[src/rtl/core/assert_macros.svh]
// Assertion macros shared by the RTL.
`ifndef ASSERT_MACROS_SVH
`define ASSERT_MACROS_SVH
`ifndef NO_ASSERTIONS
`define ASSERT_CLK(label, clk, rst_n, prop, msg) \
  label: assert property (@(posedge clk) disable iff (!rst_n) prop) else $error(msg);
`define ASSERT_CLK_RST(label, clk, prop, msg) \
  label: assert property (@(posedge clk) prop) else $error(msg);
`else
`define ASSERT_CLK(label, clk, rst_n, prop, msg)
`define ASSERT_CLK_RST(label, clk, prop, msg)
`endif
`endif

[src/rtl/core/iaf_pkg.sv]
// Package: opcodes, widths and the per-cell item record of the folding ALU.
`default_nettype none
package iaf_pkg;
  localparam int unsigned DataW = 64;
  localparam int unsigned OpW = 4;

  localparam logic [OpW-1:0] OP_ADD  = 4'd0;
  localparam logic [OpW-1:0] OP_SUB  = 4'd1;
  localparam logic [OpW-1:0] OP_MUL  = 4'd2;
  localparam logic [OpW-1:0] OP_DIVU = 4'd3;
  localparam logic [OpW-1:0] OP_REMU = 4'd4;
  localparam logic [OpW-1:0] OP_AND  = 4'd5;
  localparam logic [OpW-1:0] OP_OR   = 4'd6;
  localparam logic [OpW-1:0] OP_XOR  = 4'd7;
  localparam logic [OpW-1:0] OP_SHL  = 4'd8;
  localparam logic [OpW-1:0] OP_SHRU = 4'd9;
  localparam logic [OpW-1:0] OP_SHRS = 4'd10;
  localparam logic [OpW-1:0] OP_EQ   = 4'd11;
  localparam logic [OpW-1:0] OP_NE   = 4'd12;
  localparam logic [OpW-1:0] OP_LTU  = 4'd13;
  localparam logic [OpW-1:0] OP_LTS  = 4'd14;

  // One item as it travels down the cell row.
  typedef struct packed {
    logic             vld;
    logic [OpW-1:0]   op;
    logic [DataW-1:0] a;       // dividend / left operand
    logic [DataW-1:0] b;       // divisor / right operand
    logic [DataW-1:0] q;       // quotient bits being built, or finished value
    logic [DataW:0]   rem;     // partial remainder
    logic [DataW-1:0] mac;     // multiply accumulator
    logic             ok;
    logic             done;    // value already final in q
  } item_t;
endpackage
`default_nettype wire

[src/rtl/core/iaf_cell.sv]
// Row cell: one restoring-divide bit and, in the first four cells, one 16-bit multiply slice.
`default_nettype none
module iaf_cell #(
  parameter int unsigned IDX = 0
) (
  input  wire iaf_pkg::item_t i_item,
  output iaf_pkg::item_t      o_item
);
  localparam int unsigned W = iaf_pkg::DataW;
  localparam int unsigned DBIT = W - 1 - IDX;
  localparam int unsigned SLICE = 16;
  localparam int unsigned NSLICE = W / SLICE;
  logic [W:0] trial, sft;
  logic [W-1:0] part;
  always_comb begin
    o_item = i_item;
    sft = {i_item.rem[W-1:0], i_item.a[DBIT]};
    trial = sft - {1'b0, i_item.b};
    part = '0;
    if (!i_item.done) begin
      if (i_item.op == iaf_pkg::OP_MUL) begin
        if (IDX < NSLICE) begin
          part = W'(i_item.a * {48'd0, i_item.b[(IDX%NSLICE)*SLICE +: SLICE]})
                 << ((IDX % NSLICE) * SLICE);
          o_item.mac = i_item.mac + part;
        end
      end else begin
        o_item.rem = trial[W] ? sft : trial;
        o_item.q[DBIT] = ~trial[W];
      end
    end
  end
endmodule
`default_nettype wire
[config.mk]
export PLATFORM = sky130hd
export DESIGN_NAME = iaf_cell
export DESIGN_NICKNAME = d
export VERILOG_FILES = /design/src/rtl/core/assert_macros.svh /design/src/rtl/core/iaf_pkg.sv /design/src/rtl/core/iaf_cell.sv
export SDC_FILE = /design/constraint.sdc
export NUM_CORES = 2
export LEC_CHECK = 0
export ABC_AREA = 1
export BUFFER_PORTS_ARGS = -buffer_cell sky130_fd_sc_hd__buf_2
export CORE_AREA = 2 2 256 258
export DETAILED_ROUTE_END_ITERATION = 8
export DIE_AREA = 0 0 258 260
export GPL_TIMING_DRIVEN = 0
export PLACE_DENSITY_LB_ADDON = 0.3
export SYNTH_ARGS = -nofsm -noshare
export SYNTH_HDL_FRONTEND = slang
export SYNTH_SLANG_ARGS = --single-unit
[constraint.sdc]
create_clock -name vclk -period 17.6
set_clock_uncertainty 0.1 [all_clocks]
set_input_delay 0.88 -clock vclk [all_inputs]
set_output_delay 0.88 -clock vclk [all_outputs]
set_load 0.03 [all_outputs]
Yosys cells after proc, flatten, opt, wreduce, memory -nomap -nowiden. Index checks and enable logic that the tools add are counted.

Shifts and indexed selects: 0. Reductions and logical operators: 0. Bitwise logic cells: 1. Muxes and demuxes: 6. Multipliers: 1. Divide/modulo/power cells: 0. Equal/unequal tests: 1. $lt $le $gt $ge: 0. Add/subtract/negate cells: 2.

Operators by type and width (count): 2-to-1 mux 65 bit (2); 2-to-1 mux 129 bit (1); subtractor 65 x 64 -> 65 bit (1); adder 64 bit (1); multiplier 64 x 16 -> 64 bit (1); 2-to-1 mux 64 bit (1); == test 4 x 2 -> 1 bit (second input constant) (1); 2-to-1 mux 1 bit (2); inverter 1 bit (1).

Memory bits (writable): 0. Memory bits (read-only): 0. Input port bits: 328. Register bits after elaboration: 0. Memories kept: 0. Bits in latches: 0.

Depth between registers and ports, before layout.
Depth in word-level cells: 4. Gate-level depth with buffers: 32. Gate-level depth less buffers: 30.

Worst setup path after synthesis. Ideal clock, no wire load.

Path kind: input -> output. From: input i_item[266] in the netlist's numbering. To: output o_item[21] in the netlist's numbering. Path slack: 10.173 ns. Buffers on the path: 2. Stages on the path: 22. Data arrival time: 6.447 ns. Cell sequence: clkbuf_1 -> clkbuf_1 -> nand2_1 -> fa_1 -> inv_1 -> fa_1 -> inv_1 -> fa_1 -> inv_1 -> fa_1 -> fa_1 -> inv_1 -> fa_1 -> inv_1 -> ha_1 -> nand2_2 -> inv_1 -> a21oi_1 -> o21bai_1 -> o21bai_2 -> xnor2_1 -> o21ai_0.

RTL lines: start: declaration (RTL line iaf_cell.sv:6) `input wire iaf_pkg::item_t i_item,`; end: declaration (RTL line iaf_cell.sv:7) `output iaf_pkg::item_t o_item`.

==> impl_metrics.json <==
{
  "setup_ws_ns": 7.73,
  "relSlewSlack": -0.0680,
  "rsz0062_at_grt": "false",
  "synth_nets": 7266,
  "synth_cells": 5957,
  "ys_seq_area_frac": 0,
  "cts_setup_buffers": 0,
  "grt_pass1_vias": 41600,
  "drv_cap": 1,
  "dpl.hpwl_um": 139000,
  "antenna_found_initial": 5,
  "setup_violations": 0,
  "worst_pin_slew_ns": 1.60,
  "grt_pass1_wl_um": 235000,
  "dr.pass1.iters": 9,
  "synth_warnings": 0,
  "outcome": "complete, but fails checks",
  "grt_max_degree": 11,
  "drt_iter0_drc": 4404,
  "stdcell_count": 7345,
  "hold_viol_final": 0,
  "min_period_over_period": 0.561,
  "synth_top_area_cell": "fa_1",
  "num_vias": 40800,
  "worst_hold_startpoint": "i_item[136]",
  "worstSetupPathType": "primary input to output port",
  "ios": 656,
  "die_h_um": 260,
  "cts_hold_buf": 0,
  "fin_crit_ns": 9.87,
  "violations": "max-capacitance violations, max-slew violations",
  "synth.most_common_cell": "inv_1",
  "ys_types": 52,
  "viasPerCell": 5.55,
  "groute.usage.overall": 0.470,
  "synthTopCellsByArea": "fa_1 41%, inv_1 16%, nand2_1 15%, ha_1 5.2%, buf_4 3.8%",
  "route.detailed.drc": 0,
  "cts-resized-gates": 0,
  "worst-path-max-fanout": 10,
  "ant_nets": 0,
  "core.rowCount": 93,
  "startpoint": "i_item[204]",
  "crit_required_ns": 16.62,
  "io_buffers": 529,
  "start_kind": "primary input",
  "initial_utilization": 0.619,
  "dieArea_um2": 67100,
  "place_congestion": 1.05,
  "sequential_cell_total": 0,
  "synthToLayoutAreaGrowth_pct": 9.39,
  "worst_ep_arrival_time_ns": 8.89,
  "final_nets": 7797,
  "post_drt_wl_per_cell_um": 21.6,
  "max_freq_ghz": 0.101,
  "hold_path.class": "primary input to output port",
  "fp.coreArea_um2": 64100,
  "dp.cells": 7341,
  "yosysTopAreaCellShare": 0.411,
  "drt-total-wl_um": 159000,
  "setup_tns_ns": 0,
  "pre_cts_slack_ns": 8.07,
  "synth_common_cells": "1701 x inv_1, 1628 x nand2_1, 815 x fa_1",
  "fillers": 5500,
  "die_w_um": 258,
  "syn-cell-area_um2": 39700,
  "drive_gt1_frac": 0.129,
  "seq_area_um2": 0,
  "avgSynthCellArea_um2": 6.66,
  "endpoint_kind": "output port",
  "overflow": 0,
  "nClkBuffers": 0,
  "slew_viol_final": 10
}
stage by stage:
step | area (um^2) | utilization | hold slack [ns]
floorplan | 39700 | - | 1.79
global route | 43400 | 0.677 | 1.91
CTS | 43400 | 0.677 | 1.91
global placement | 43400 | 0.677 | 1.91
finish | 43400 | 0.677 | 1.91
detailed placement | 43400 | 0.677 | 1.91
kinds of logic after synthesis:
| logic type | share of synthesized area |
|---|---|
| XOR/XNOR | 0.00993 |
| AO/OA/AOI/OAI | 0.0685 |
| AND/OR/NAND/NOR | 0.235 |
| buffers and inverters | 0.223 |
| adder cells (fa/ha/maj) | 0.463 |
cell type report:
type / instances / area [um^2] / area share
timing repair buffer: 529 / 2650 / 0.0610
multi-input combinational: 3800 / 30800 / 0.710
inverter: 1712 / 6430 / 0.148
antenna: 4 / 10.0 / 0.000231
buffer: 445 / 2440 / 0.0562
tap: 855 / 1070 / 0.0246
per-layer routing:
metal  global-route usage  up-vias  wire (um)
li1                     -    17900          -
met1                0.515    19300      51000
met2                0.779     2796      73600
met3               0.0966      795      16700
met4                0.412        4      17300
met5                    0        -         26
worst paths after layout:
path                     endpoint  slack, ns  cells after the start
worst min-delay path  o_item[136]       1.91                      2
worst max-delay path   o_item[65]       7.73                     24
worst max-delay path, stage by stage:
cell,delay (ns)
buf_2,0.13
clkbuf_1,0.79
buf_1,0.99
nand2_1,0.16
fa_1,0.54
inv_1,0.05
fa_1,0.48
fa_1,0.57
fa_1,0.44
fa_1,0.50
inv_1,0.06
fa_1,0.52
inv_1,0.06
ha_1,0.33
a21oi_1,0.23
o21ai_0,0.25
a21oi_1,0.31
nand3_1,0.33
a21oi_1,0.67
nand3_1,0.15
nand3_1,0.12
nand2_1,0.06
inv_1,0.05
buf_2,0.19
layout by cell type (no fill, tap or decap), drive strengths merged, types with 3 or more instances in the layout:
| master | instances |
|---|---|
| fa | 815 |
| nor2 | 308 |
| ha | 166 |
| nand4 | 30 |
| a21o | 6 |
| o22ai | 5 |
| nand3b | 9 |
| nor3 | 26 |
| diode | 4 |
| nand3 | 214 |
| o221ai | 3 |
| and3 | 7 |
| nand2 | 1646 |
| a21oi | 199 |
| or2 | 21 |
| xnor2 | 18 |
| nor4 | 14 |
| a21boi | 5 |
| o211ai | 11 |
| inv | 1711 |
| o21a | 4 |
| buf | 766 |
| o21bai | 23 |
| a31oi | 10 |
| xor2 | 27 |
| o21ai | 228 |
| clkbuf | 208 |
